File: config.mk
export PLATFORM = sky130hd
export DESIGN_NAME = bit_aligned_copy_realigner
export DESIGN_NICKNAME = d
export VERILOG_FILES = /design/src/hdl/rlgn_pkg.sv /design/src/hdl/rlgn_regs.sv /design/src/hdl/rlgn_front.sv /design/src/hdl/rlgn_queue.sv /design/src/hdl/rlgn_back.sv /design/src/hdl/bit_aligned_copy_realigner.sv
export SDC_FILE = /design/constraint.sdc
export NUM_CORES = 1
export LEC_CHECK = 0
export ABC_AREA = 1
export BUFFER_PORTS_ARGS = -buffer_cell sky130_fd_sc_hd__clkbuf_2
export CAP_MARGIN = 20
export CORE_ASPECT_RATIO = 1.2
export CORE_MARGIN = 2
export CORE_UTILIZATION = 35
export DETAILED_ROUTE_END_ITERATION = 8
export PLACE_DENSITY_LB_ADDON = 0.05
export SLEW_MARGIN = 20
export SYNTH_ARGS = -nofsm -noshare
export SYNTH_HDL_FRONTEND = slang
export SYNTH_HIERARCHICAL = 1
export SYNTH_SLANG_ARGS = --single-unit
File: constraint.sdc
create_clock -name clk -period 10 [get_ports clk]
set_clock_uncertainty 0.2 [all_clocks]
set_input_delay 2 -clock clk [delete_from_list [all_inputs] [get_ports clk]]
set_output_delay 2 -clock clk [all_outputs]
set_load 0.02 [all_outputs]
File: src/hdl/rlgn_pkg.sv
// shared types and constants for the bit-aligned copy realigner
// no dependencies
`timescale 1ns / 1ps
`default_nettype none

package rlgn_pkg;

  localparam int unsigned QueueDepth = 4;
  localparam int unsigned AddrW      = 29;
  localparam int unsigned PaddrW     = 4;

  typedef enum logic [1:0] {
    REG_DST_BIT_ADDRESS  = 2'd0,
    REG_SRC_BIT_OFFSET   = 2'd1,
    REG_COPY_LENGTH_BITS = 2'd2
  } reg_idx_t;

  typedef struct packed {
    logic [31:0] dst_bit_address;
    logic [2:0]  src_bit_offset;
    logic [31:0] copy_length_bits;
    logic        restart;
  } cfg_t;

  // one queue entry: up to two destination bytes at consecutive addresses
  typedef struct packed {
    logic [AddrW-1:0] addr;
    logic [7:0]       data0;
    logic [7:0]       mask0;
    logic             last0;
    logic             two;
    logic [7:0]       data1;
    logic [7:0]       mask1;
  } entry_t;

endpackage

`default_nettype wire

File: src/hdl/rlgn_regs.sv
// apb register file: destination bit address, source offset, length
// depends on rlgn_pkg
`timescale 1ns / 1ps
`default_nettype none

module rlgn_regs (
  input  wire logic                       clk,
  input  wire logic                       rst_n,
  input  wire logic                       psel,
  input  wire logic                       penable,
  input  wire logic                       pwrite,
  input  wire logic [rlgn_pkg::PaddrW-1:0] paddr,
  input  wire logic [31:0]                pwdata,
  output logic      [31:0]                prdata,
  output logic                            pready,
  output rlgn_pkg::cfg_t                  cfg
);

  logic [31:0] dst_r;
  logic [2:0]  src_r;
  logic [31:0] len_r;
  logic        restart_r;
  logic        wr;
  logic [1:0]  idx;

  assign pready = 1'b1;
  assign wr     = psel & penable & pwrite;
  assign idx    = paddr[3:2];

  always_ff @(posedge clk) begin
    if (!rst_n) begin
      dst_r     <= '0;
      src_r     <= '0;
      len_r     <= '0;
      restart_r <= 1'b0;
    end else begin
      restart_r <= 1'b0;
      if (wr) begin
        unique case (idx)
          rlgn_pkg::REG_DST_BIT_ADDRESS: begin
            dst_r     <= pwdata;
            restart_r <= 1'b1;
          end
          rlgn_pkg::REG_SRC_BIT_OFFSET: begin
            src_r     <= pwdata[2:0];
            restart_r <= 1'b1;
          end
          rlgn_pkg::REG_COPY_LENGTH_BITS: begin
            len_r     <= pwdata;
            restart_r <= 1'b1;
          end
          default: ;
        endcase
      end
    end
  end

  always_comb begin
    unique case (idx)
      rlgn_pkg::REG_DST_BIT_ADDRESS:  prdata = dst_r;
      rlgn_pkg::REG_SRC_BIT_OFFSET:   prdata = {29'd0, src_r};
      rlgn_pkg::REG_COPY_LENGTH_BITS: prdata = len_r;
      default:                        prdata = '0;
    endcase
  end

  assign cfg.dst_bit_address  = dst_r;
  assign cfg.src_bit_offset   = src_r;
  assign cfg.copy_length_bits = len_r;
  assign cfg.restart          = restart_r;

endmodule

`default_nettype wire

File: src/hdl/rlgn_front.sv
// front end: takes source bytes, packs bits, forms destination byte groups
// depends on rlgn_pkg
`timescale 1ns / 1ps
`default_nettype none

module rlgn_front (
  input  wire logic           clk,
  input  wire logic           rst_n,
  input  wire rlgn_pkg::cfg_t cfg,
  input  wire logic           in_valid,
  input  wire logic [7:0]     in_src_byte,
  output logic                in_stall,
  input  wire logic           q_full,
  output logic                q_push,
  output rlgn_pkg::entry_t    q_entry
);

  logic [14:0]                acc_data_r, acc_data_nxt;
  logic [14:0]                acc_mask_r, acc_mask_nxt;
  logic [3:0]                 acc_fill_r, acc_fill_nxt;
  logic [31:0]                copied_r, copied_nxt;
  logic [rlgn_pkg::AddrW-1:0] addr_r, addr_nxt;

  logic        accept, active, done, emit0, emit1;
  logic [2:0]  start;
  logic [3:0]  take, fill1, fill2;
  logic [31:0] remain;
  logic [8:0]  ones9;
  logic [7:0]  ones, bits;
  logic [14:0] data1, mask1, data2, mask2;

  assign in_stall = q_full | cfg.restart;
  assign accept   = in_valid & ~in_stall;

  always_comb begin
    active = copied_r < cfg.copy_length_bits;
    start  = (copied_r == 32'd0) ? cfg.src_bit_offset : 3'd0;
    remain = cfg.copy_length_bits - copied_r;
    take   = 4'd8 - {1'b0, start};
    if (remain < {28'd0, take}) take = remain[3:0];
    ones9  = ~(9'h1FF << take);
    ones   = ones9[7:0];
    bits   = (in_src_byte >> start) & ones;
    data1  = acc_data_r | (15'(bits) << acc_fill_r);
    mask1  = acc_mask_r | (15'(ones) << acc_fill_r);
    fill1  = acc_fill_r + take;
    copied_nxt = copied_r + {28'd0, take};
    done   = copied_nxt == cfg.copy_length_bits;
    emit0  = fill1[3];
    data2  = emit0 ? (data1 >> 8) : data1;
    mask2  = emit0 ? (mask1 >> 8) : mask1;
    fill2  = emit0 ? (fill1 - 4'd8) : fill1;
    emit1  = done & (fill2 != 4'd0);

    q_entry.addr  = addr_r;
    q_entry.data0 = emit0 ? data1[7:0] : data2[7:0];
    q_entry.mask0 = emit0 ? mask1[7:0] : mask2[7:0];
    q_entry.last0 = emit0 ? (done & ~emit1) : 1'b1;
    q_entry.two   = emit0 & emit1;
    q_entry.data1 = data2[7:0];
    q_entry.mask1 = mask2[7:0];

    q_push = accept & active & (emit0 | emit1);

    acc_data_nxt = emit1 ? 15'd0 : data2;
    acc_mask_nxt = emit1 ? 15'd0 : mask2;
    acc_fill_nxt = emit1 ? 4'd0 : fill2;
    addr_nxt     = addr_r + rlgn_pkg::AddrW'({emit0 & emit1, emit0 ^ emit1});
  end

  always_ff @(posedge clk) begin
    if (!rst_n) begin
      acc_data_r <= '0;
      acc_mask_r <= '0;
      acc_fill_r <= '0;
      copied_r   <= '0;
      addr_r     <= '0;
    end else if (cfg.restart) begin
      acc_data_r <= '0;
      acc_mask_r <= '0;
      acc_fill_r <= {1'b0, cfg.dst_bit_address[2:0]};
      copied_r   <= '0;
      addr_r     <= cfg.dst_bit_address[31:3];
    end else if (accept && active) begin
      acc_data_r <= acc_data_nxt;
      acc_mask_r <= acc_mask_nxt;
      acc_fill_r <= acc_fill_nxt;
      copied_r   <= copied_nxt;
      addr_r     <= addr_nxt;
    end
  end

endmodule

`default_nettype wire

File: src/hdl/rlgn_queue.sv
// short queue of destination byte groups between front and back
// depends on rlgn_pkg
`timescale 1ns / 1ps
`default_nettype none

module rlgn_queue #(
  parameter int unsigned DEPTH = rlgn_pkg::QueueDepth
) (
  input  wire logic             clk,
  input  wire logic             rst_n,
  input  wire logic             push,
  input  wire rlgn_pkg::entry_t push_entry,
  input  wire logic             pop,
  output logic                  full,
  output logic                  not_empty,
  output rlgn_pkg::entry_t      head
);

  localparam int unsigned PtrW = (DEPTH > 1) ? $clog2(DEPTH) : 1;
  localparam int unsigned CntW = $clog2(DEPTH + 1);

  rlgn_pkg::entry_t mem_r [DEPTH];
  logic [PtrW-1:0]  wp_r, rp_r;
  logic [CntW-1:0]  cnt_r;
  logic             do_push, do_pop;

  assign full      = cnt_r == CntW'(DEPTH);
  assign not_empty = cnt_r != '0;
  assign do_push   = push & ~full;
  assign do_pop    = pop & not_empty;
  assign head      = mem_r[rp_r];

  always_ff @(posedge clk) begin
    if (do_push) mem_r[wp_r] <= push_entry;
  end

  always_ff @(posedge clk) begin
    if (!rst_n) begin
      wp_r  <= '0;
      rp_r  <= '0;
      cnt_r <= '0;
    end else begin
      if (do_push) wp_r <= (wp_r == PtrW'(DEPTH - 1)) ? '0 : wp_r + 1'b1;
      if (do_pop)  rp_r <= (rp_r == PtrW'(DEPTH - 1)) ? '0 : rp_r + 1'b1;
      if (do_push && !do_pop)      cnt_r <= cnt_r + 1'b1;
      else if (do_pop && !do_push) cnt_r <= cnt_r - 1'b1;
    end
  end

endmodule

`default_nettype wire

File: src/hdl/rlgn_back.sv
// back end: splits byte groups and drives the result output register
// depends on rlgn_pkg
`timescale 1ns / 1ps
`default_nettype none

module rlgn_back (
  input  wire logic                      clk,
  input  wire logic                      rst_n,
  input  wire logic                      q_not_empty,
  input  wire rlgn_pkg::entry_t          q_head,
  output logic                           q_pop,
  output logic                           out_valid,
  input  wire logic                      out_stall,
  output logic [rlgn_pkg::AddrW-1:0]     out_dst_byte_address,
  output logic [7:0]                     out_data,
  output logic [7:0]                     out_bit_mask,
  output logic                           out_last
);

  logic                       valid_r;
  logic                       phase_r;
  logic [rlgn_pkg::AddrW-1:0] addr_r;
  logic [7:0]                 data_r, mask_r;
  logic                       last_r;
  logic                       open, load;

  assign open  = ~valid_r | ~out_stall;
  assign load  = open & q_not_empty;
  assign q_pop = load & (~q_head.two | phase_r);

  always_ff @(posedge clk) begin
    if (!rst_n) begin
      valid_r <= 1'b0;
      phase_r <= 1'b0;
    end else begin
      if (open) valid_r <= q_not_empty;
      if (load) phase_r <= q_head.two & ~phase_r;
    end
  end

  always_ff @(posedge clk) begin
    if (load) begin
      if (phase_r) begin
        addr_r <= q_head.addr + 1'b1;
        data_r <= q_head.data1;
        mask_r <= q_head.mask1;
        last_r <= 1'b1;
      end else begin
        addr_r <= q_head.addr;
        data_r <= q_head.data0;
        mask_r <= q_head.mask0;
        last_r <= q_head.last0;
      end
    end
  end

  assign out_valid            = valid_r;
  assign out_dst_byte_address = addr_r;
  assign out_data             = data_r;
  assign out_bit_mask         = mask_r;
  assign out_last             = last_r;

endmodule

`default_nettype wire

File: src/hdl/bit_aligned_copy_realigner.sv
// bit-aligned copy realigner: one source byte accepted per cycle unless the input stalls; each
// result passes through the byte-group queue and then the output register
// a transfer ending with a full and a partial byte emits two results, one after the other
// input stalls when the byte-group queue is full, and for one cycle after a register write
// synchronous active-low reset clears registers, accumulator and queue; no clearing pass
// depends on rlgn_pkg, rlgn_regs, rlgn_front, rlgn_queue, rlgn_back
`timescale 1ns / 1ps
`default_nettype none

module bit_aligned_copy_realigner #(
  parameter int unsigned QUEUE_DEPTH = rlgn_pkg::QueueDepth
) (
  input  wire logic                        clk,
  input  wire logic                        rst_n,
  input  wire logic                        in_valid,
  output logic                             in_stall,
  input  wire logic [7:0]                  in_src_byte,
  output logic                             out_valid,
  input  wire logic                        out_stall,
  output logic [rlgn_pkg::AddrW-1:0]       out_dst_byte_address,
  output logic [7:0]                       out_data,
  output logic [7:0]                       out_bit_mask,
  output logic                             out_last,
  input  wire logic                        psel,
  input  wire logic                        penable,
  input  wire logic                        pwrite,
  input  wire logic [rlgn_pkg::PaddrW-1:0] paddr,
  input  wire logic [31:0]                 pwdata,
  output logic      [31:0]                 prdata,
  output logic                             pready
);

  rlgn_pkg::cfg_t   cfg;
  rlgn_pkg::entry_t push_entry, head;
  logic             push, pop, full, not_empty;

  rlgn_regs u_regs (
    .clk, .rst_n, .psel, .penable, .pwrite, .paddr, .pwdata, .prdata, .pready, .cfg
  );

  rlgn_front u_front (
    .clk, .rst_n, .cfg, .in_valid, .in_src_byte, .in_stall,
    .q_full(full), .q_push(push), .q_entry(push_entry)
  );

  rlgn_queue #(.DEPTH(QUEUE_DEPTH)) u_queue (
    .clk, .rst_n, .push, .push_entry, .pop, .full, .not_empty, .head
  );

  rlgn_back u_back (
    .clk, .rst_n, .q_not_empty(not_empty), .q_head(head), .q_pop(pop),
    .out_valid, .out_stall, .out_dst_byte_address, .out_data, .out_bit_mask, .out_last
  );

endmodule

`default_nettype wire

## Word-level counts from Yosys, hierarchy flattened

Memories as Yosys holds them, arrays and structs flattened. A register that Yosys moved wholly into a read port is not among the register bits.
Cells that the tools add are included.

| operators by class | value |
|---|---|
| muxes and demuxes | 28 |
| add/subtract/negate cells | 11 |
| shift-type cells | 4 |
| equality and inequality tests | 6 |
| bitwise operators | 30 |
| magnitude comparators | 2 |
| reductions and logical operators | 17 |

Operators with widths:

| operator | number |
|---|---|
| $pmux W32 S3 | 1 |
| $mux W29 | 3 |
| $mux W15 | 4 |
| $add A32 B4 Y32 | 1 |
| $eq A32 B32 Y1 | 1 |
| $logic_not A32 Y1 | 1 |
| $lt A32 B32 Y1 | 1 |
| $lt A32 B4 Y1 | 1 |
| $mux W8 | 4 |
| $sub A32 B32 Y32 | 1 |
| $or A15 B15 Y15 | 2 |
| $shl A8 B4 Y15 | 2 |
| $add A29 B1 Y29 const B | 1 |
| $add A29 B2 Y29 | 1 |
| $mux W3 | 5 |
| $and A1 B1 Y1 | 13 |
| $mux W4 | 3 |
| $shl A9 B4 Y8 const A | 1 |
| $and A8 B8 Y8 | 1 |
| $mux W2 | 4 |
| $not A1 Y1 | 8 |
| $not A8 Y8 | 1 |
| $reduce_and A2 Y1 | 4 |
| $shr A8 B3 Y8 | 1 |
| other kinds (20) | 33 |

| storage, ports and cells | value |
|---|---|
| register bits | 218 |
| output and inout port bits | 81 |
| word-level logic and storage cells | 118 |
| memories | 1 |
| bits of input ports | 51 |
| RAM bits | 252 |

Memory list:

| name | words | bits a word | read ports | clocked after memory_dff | wr ports | RTL line | text |
|---|---|---|---|---|---|---|---|
| u_queue.mem_r | 4 | 63 | 1 | 1 | 1 | rlgn_queue.sv:22 | `rlgn_pkg::entry_t mem_r [DEPTH];` |

## Longest topological paths before layout

| depth | value |
|---|---|
| depth in word-level cells | 17 |
| mapped depth | 61 |
| depth with buffers taken out | 61 |

## Cells and area by module

The synthesis kept the hierarchy.

Modules (own cells, without submodules):

| module | instances | area each (um^2) | cells each |
|---|---|---|---|
| rlgn_queue | 1 | 10,183.5 | 680 |
| rlgn_front | 1 | 9,923.3 | 1,690 |
| rlgn_regs | 1 | 3,131.8 | 462 |
| rlgn_back | 1 | 2,477.4 | 271 |

## Worst setup path after synthesis

No wires, ideal clock.

| path | value |
|---|---|
| path type | reg-to-reg |
| start | register u_front.copied_r[22] |
| end | memory u_queue/mem_r[0][0] in the netlist's numbering (enable) |
| clock period less this slack | 8.508 ns |
| library setup time | 0.485 ns |
| data arrival time | 7.823 ns |
| setup slack | 1.492 ns |
| cell stages (with the launch flop) | 45 |
| required time | 9.315 ns |
| buffers on the path | 1 |
| cell sequence | dfxtp_1 inv_1 nand3_1 nor2_1 nand2_1 nor2_2 nand2_1 buf_2 ha_1 xnor2_1 ha_1 nand2_1 inv_1 nand2_1 nand3_1 nor2_4 nand4_1 nand2_4 [9 not listed] nand2_2 inv_2 nand2_2 inv_2 nand2_1 nor2_1 xor2_1 xnor2_1 nor2_1 nand2_1 nor2_1 nand3_2 nor2_4 inv_1 ha_1 nor2_1 nand2_1 nor2_1 |

| between the ends | value |
|---|---|
| longest elaborated chain between the ends | 15 |
| elaborated cells between the ends (all ways) | 20 |
| classes of those cells | 5 x add/sub; 2 x order compare; 1 x eq/ne; 5 x mux; 5 x bitwise; 2 x reduce/logical |

RTL lines:

| what | RTL line | text |
|---|---|---|
| from (decl) | rlgn_front.sv:21 | `logic [31:0] copied_r, copied_nxt;` |
| from (signal assigned) | rlgn_front.sv:88 | `copied_r <= copied_nxt;` |
| branches (longest 11 deep; another with $sub A32 B32 Y32) | - |  |
| $and A1 B1 Y1 (*) | rlgn_front.sv:63 | `q_push = accept & active & (emit0 \| emit1);` |
| net push | bit_aligned_copy_realigner.sv:35 | `logic push, pop, full, not_empty;` |
| $and A1 B1 Y1 (*) | rlgn_queue.sv:29 | `assign do_push = push & ~full;` |
| $mux W1 (*) | rlgn_queue.sv:34 | `if (do_push) mem_r[wp_r] <= push_entry;` |
| $mux W1 (implied by the code) (*) | rlgn_queue.sv:34 |  |
| to (decl) | rlgn_queue.sv:22 |  |

Mark *: on every way through the listed nets, which the timed path passes.

## Worst setup path in the final report

| path | value |
|---|---|
| start | register u_front.copied_r[23] |
| end | register u_front/addr_r[26] in the netlist's numbering |

| between the ends | value |
|---|---|
| longest elaborated chain between the ends | 14 |
| elaborated cells between the ends (all ways) | 21 |
| classes of those cells | 6 x add/sub; 2 x order compare; 1 x eq/ne; 5 x mux; 3 x bitwise; 4 x reduce/logical |

RTL lines:

| what | RTL line | text |
|---|---|---|
| branches (longest 14 deep; another with $sub A32 B32 Y32) | - |  |
| to (signal assigned) | rlgn_front.sv:83 | `addr_r <= cfg.dst_bit_address[31:3];` |
| to (signal assigned) | rlgn_front.sv:89 | `addr_r <= addr_nxt;` |
| to (decl) | rlgn_front.sv:22 | `logic [rlgn_pkg::AddrW-1:0] addr_r, addr_nxt;` |

Parallel ways; which one is timed is not known. The select of a mux whose other input is x is not followed.
A chain may end at the register's enable or synchronous reset.

==> run summary <==
Dividing the detail-routed via count by the number of cells gives 5.00. The synthesized netlist devotes 10.8% of its cell area to compound gates. From synthesis to final layout, the design area changed by 12.8%.

In this run the power density over the cells is 282 nW/µm². Static timing analysis puts the maximum clock frequency at 111 MHz. The longest clock path from root to sink contains 3 buffers. The total overflow reported by the global router came out at 0.

Of all cell types, the one taking the most synthesized area is sky130_fd_sc_hd__edfxtp_1. Counting every instance in the synthesized netlist gives 3103. The worst path in the final design needs a cycle of 9040 ps, including I/O delays and setup.

The clock root buffer was sky130_fd_sc_hd__clkbuf_16. The basic-gate share of the synthesized area counting and, or, nand and nor cells came out at 26.7%. The setup path with the least slack is of type register to register. In this run the count of I/O pins placed on the die edge is 132.

For the sequential standard cell area, the log shows 12400 µm². Setup repair after global routing left no endpoint under its margin. By area the synthesized netlist is led by sky130_fd_sc_hd__edfxtp_1 (35%), sky130_fd_sc_hd__dfxtp_1 (13%), sky130_fd_sc_hd__nand2_1 (11%), sky130_fd_sc_hd__nor2_1 (5.5%), sky130_fd_sc_hd__inv_1 (4.7%). The analysis attributes to cell leakage a power of 12.0 nW. The run gives 0 as the number of hold violations in the final report. Maximum fanout along the worst path: 11.

Sequential elements use 48.3% of the synthesized area. After routing the design area is 29000 µm². The standard cell area after detailed placement came out at 27200 µm². The run gives 119 mm as the first-pass GRT wire length.

The tools report the number of remaining DRC errors as 0. The mapped cell area is 25700 µm², and the required time of the critical path is 10320 ps. The H-tree was split into 2 levels. The run gives 11400 µm² as the area occupied by multi-input gates.

The path class of the tightest hold or removal check is register to register. The tools report the arrival time reported for the critical path endpoint as 9360 ps. Counting instances in the post-synthesis netlist gives the leading cell types as sky130_fd_sc_hd__nand2_1 (728), sky130_fd_sc_hd__nor2_1 (377), sky130_fd_sc_hd__inv_1 (323), sky130_fd_sc_hd__edfxtp_1 (298), sky130_fd_sc_hd__nand3_1 (238).

At the end of the flow, the number of nets in the layout was 3308. The run gives 65 as the unique cell type count in the Yosys netlist. Multiplexer cells account for 0% of the synthesized area.

The tools report the number of buffers created by CTS as 52. For the number of pins with negative max-slew slack in the final report, the log shows 0. Headroom to the max-slew limit came out at 30.9%.

The logs give 1196 for the iteration-0 DRC count of the detailed router and 600 ps for the clock latency on the worst-skew pair. The depth of the worst register-to-register path was 52. The tools report the routed wire length as 78.2 mm. For the final instance count without filler cells, the log shows 4174. After Yosys synthesis, XOR and XNOR cells account for 3.47% of the synthesized area.

The initial utilization of the core area, before any placement, comes to 35.4%. The count of hold buffers inserted by post-cts repair came out at 0. Fill cell total of the finished layout: 7420. The worst setup path is captured at a register.

Counting instances, the worst hold path has a depth of 2. The via total after detailed routing came out at 20.9k. By area, the combinational part of the netlist is dominated by simple AND/OR/NAND/NOR gates. Terminating pin of the worst hold path: u_front/acc_mask_r[8]. The worst path uses 90.4% of the clock period.

The height of the die was 301 µm. The tools report the antenna cell count as 0. The number of clock sinks came out at 471.

The worst reg2reg path startpoint was u_front/copied_r[23]. The run gives 78 as the maximum number of pins on one net before global-route repair. The flow ran to the end, and the final reports show no timing, DRC or antenna violations. The worst vdd rail ir drop was 233 µV; the count of port buffers added during placement was 128. After floorplanning, the core was divided into 108 placement rows. The fraction of final layout cells sized beyond drive strength 1 came out at 14.0%. The number of storage elements in the synthesis netlist is 471, and the horizontal extent of the die is 251 µm.

TritonCTS built the clock tree. The clock transition time at the flip-flop clock pins of the worst setup and hold paths is 60 ps, and the number of global-route vias before repair is 20.1k. The adder-cell share of the synthesized area works out to 3.02%.

sky130_fd_sc_hd__nand2_1 is the most common cell in the netlist. The delay contributed by the slowest stage of the critical path is 400 ps. The layer with the highest usage was met2. Across the run, the number of max-cap violations was 0. After synthesis, the mean cell area works out to 8.29 µm².

After synthesis, the share of flip-flops with an asynchronous set or reset is 0%. In the global route stage, met2 resource usage came out at 36.6%. In this run the critical register-to-register path is captured at u_front/addr_r[26]. The logs give 0 for the number of nets with antenna violations after detailed routing and 0 ps for the final sum of negative setup slack. Most used flip-flop cell after synthesis: sky130_fd_sc_hd__edfxtp_1. The number of instances in the placed design was 4077; the detail-routed net length per standard cell was 18.7 µm.

The worst register-to-register path has a setup slack of 960 ps. The run gives 2.41% as the global routing usage on met3. The run gives 72600 µm² as the area of the placeable core. For the pin with the worst max-slew slack, the measured transition is 1030 ps. The most used cell along the critical path was sky130_fd_sc_hd__inv_1. The wire-length estimate of the detail-placed layout is 55.3 mm. The worst setup path is launched from a register. After layout, the design draws a total of 8.19 mW.

After synthesis, the largest area contributor takes up 34.8% of total cell area. The number of enable flip-flop cells after synthesis is 298. Yosys printed 6 warnings. The post-synth net total came out at 3213.

The slowest cell on the critical path was sky130_fd_sc_hd__fa_1. The full die area came out at 75700 µm². In the global route stage, met1 resource usage came out at 25.1%. The first detailed-routing pass ran for 5 iterations.

The routability congestion estimate came out at 0.867. The worst hold path begins at u_front/acc_mask_r[8]. The tools report the initial antenna violation count as 0. The global-route usage over all layers was 20.4%; the number of failing setup endpoints in the final timing report was 0.
[layout make-up]
| type | count | share of cell area (%) |
|---|---|---|
| sequential | 471 | 42.8 |
| multi-input combinational | 2155 | 39.3 |
| clock buffer | 75 | 5.10 |
| inverter | 355 | 4.63 |
| tap | 935 | 4.03 |
| clock inverter | 20 | 0.927 |
| timing repair buffer | 163 | 3.24 |
[power by group]
part | leakage [nW] | internal, mW | switching (mW)
sequential | 4.16 | 2.48 | 0.187
combinational | 6.94 | 1.08 | 2.47
clock | 0.860 | 1.18 | 0.791
[state kept, by name (all words and copies together) (netlist names), 2 cells and up, named ones only]
| name | cells |
|---|---|
| u_queue/wp_r | 2 |
| u_back/out_bit_mask | 8 |
| u_front/acc_fill_r | 3 |
| u_queue/cnt_r | 3 |
| u_front/acc_data_r | 15 |
| u_back/out_dst_byte_address | 29 |
| u_queue/mem_r | 252 |
| u_regs/src_r | 3 |
| u_regs/len_r | 32 |
| u_front/copied_r | 32 |
| u_front/acc_mask_r | 15 |
| u_front/addr_r | 29 |
| u_back/out_data | 8 |
| u_regs/dst_r | 32 |
| u_queue/rp_r | 2 |
[cells by family (layout without fill, tap and decap cells)]
family          Yosys count  in the layout
compound gates          430            430
xor+xnor                101            101
fa+ha+maj                59             59
buf+inv                 477            613
flops                   471            471
other cells               1              1
simple gates           1564           1564
[cells in the final DEF (no fill, tap or decap), types with 21 or more instances in the layout]
master                      synthesis  final
sky130_fd_sc_hd__nand2_1          728    725
sky130_fd_sc_hd__nor2_1           377    369
sky130_fd_sc_hd__inv_1            323    320
sky130_fd_sc_hd__edfxtp_1         298    298
sky130_fd_sc_hd__nand3_1          238    238
sky130_fd_sc_hd__dfxtp_1          173    171
sky130_fd_sc_hd__o21ai_0          158    158
sky130_fd_sc_hd__clkbuf_2           7    128
sky130_fd_sc_hd__a21oi_1           88     88
sky130_fd_sc_hd__xor2_1            68     68
sky130_fd_sc_hd__nor2_2            60     59
sky130_fd_sc_hd__ha_1              54     54
sky130_fd_sc_hd__clkbuf_16          0     53
sky130_fd_sc_hd__nand4_1           50     50
sky130_fd_sc_hd__o22ai_2           40     40
sky130_fd_sc_hd__buf_4              5     32
sky130_fd_sc_hd__xnor2_1           32     32
sky130_fd_sc_hd__a31oi_1           29     29
sky130_fd_sc_hd__a22o_1            29     29
sky130_fd_sc_hd__inv_2             25     28
sky130_fd_sc_hd__o22ai_1           24     24
sky130_fd_sc_hd__nor3_1            23     23
sky130_fd_sc_hd__nand2_2           19     22
sky130_fd_sc_hd__nor2_4            12     21
[worst max-delay path by stage]
stage	start	endpoint	cells past startpoint
6_report	u_front/copied_r[23]	u_front/addr_r[26]	52
3_5_place_dp	u_front/copied_r[27]	u_front/addr_r[26]	53
5_1_grt	u_front/copied_r[27]	u_front/addr_r[26]	54
2_1_floorplan	u_front/copied_r[22]	u_queue/mem_r[0][0]	44
4_1_cts	u_front/copied_r[27]	u_front/addr_r[26]	53
3_3_place_gp	u_front/copied_r[27]	u_front/addr_r[26]	53
[metrics by stage]
stage	setup WS (ps)	util [%]	hold slack, ps
after CTS	424	39.9	266
after global placement	474	37.5	251
after detailed placement	451	37.5	257
after floorplan	1490	-	240
after global routing	73.3	40.0	277
final	963	40.0	266
[critical path: cells and delay by family (launching register included)]
family          cells  cell delay (ps)
simple gates       31             4810
compound gates      1              150
flops               1              340
fa+ha+maj           7             1810
buf+inv             9              840
xor+xnor            4              840
[metal layers]
layer  up-vias  share of wire, %
met5         -                 0
met1      9890                43
met3       125               3.8
li1      10500                 -
met2       365                50
met4         0               3.6
[timing repair]
item | in CTS | in global routing
gates resized for setup | 0 | 6
hold endpoints to repair | 0 | 0
buffers inserted | 0 | 1
endpoints found under the setup margin | 0 | 7
(Power assumes the default switching activity.)
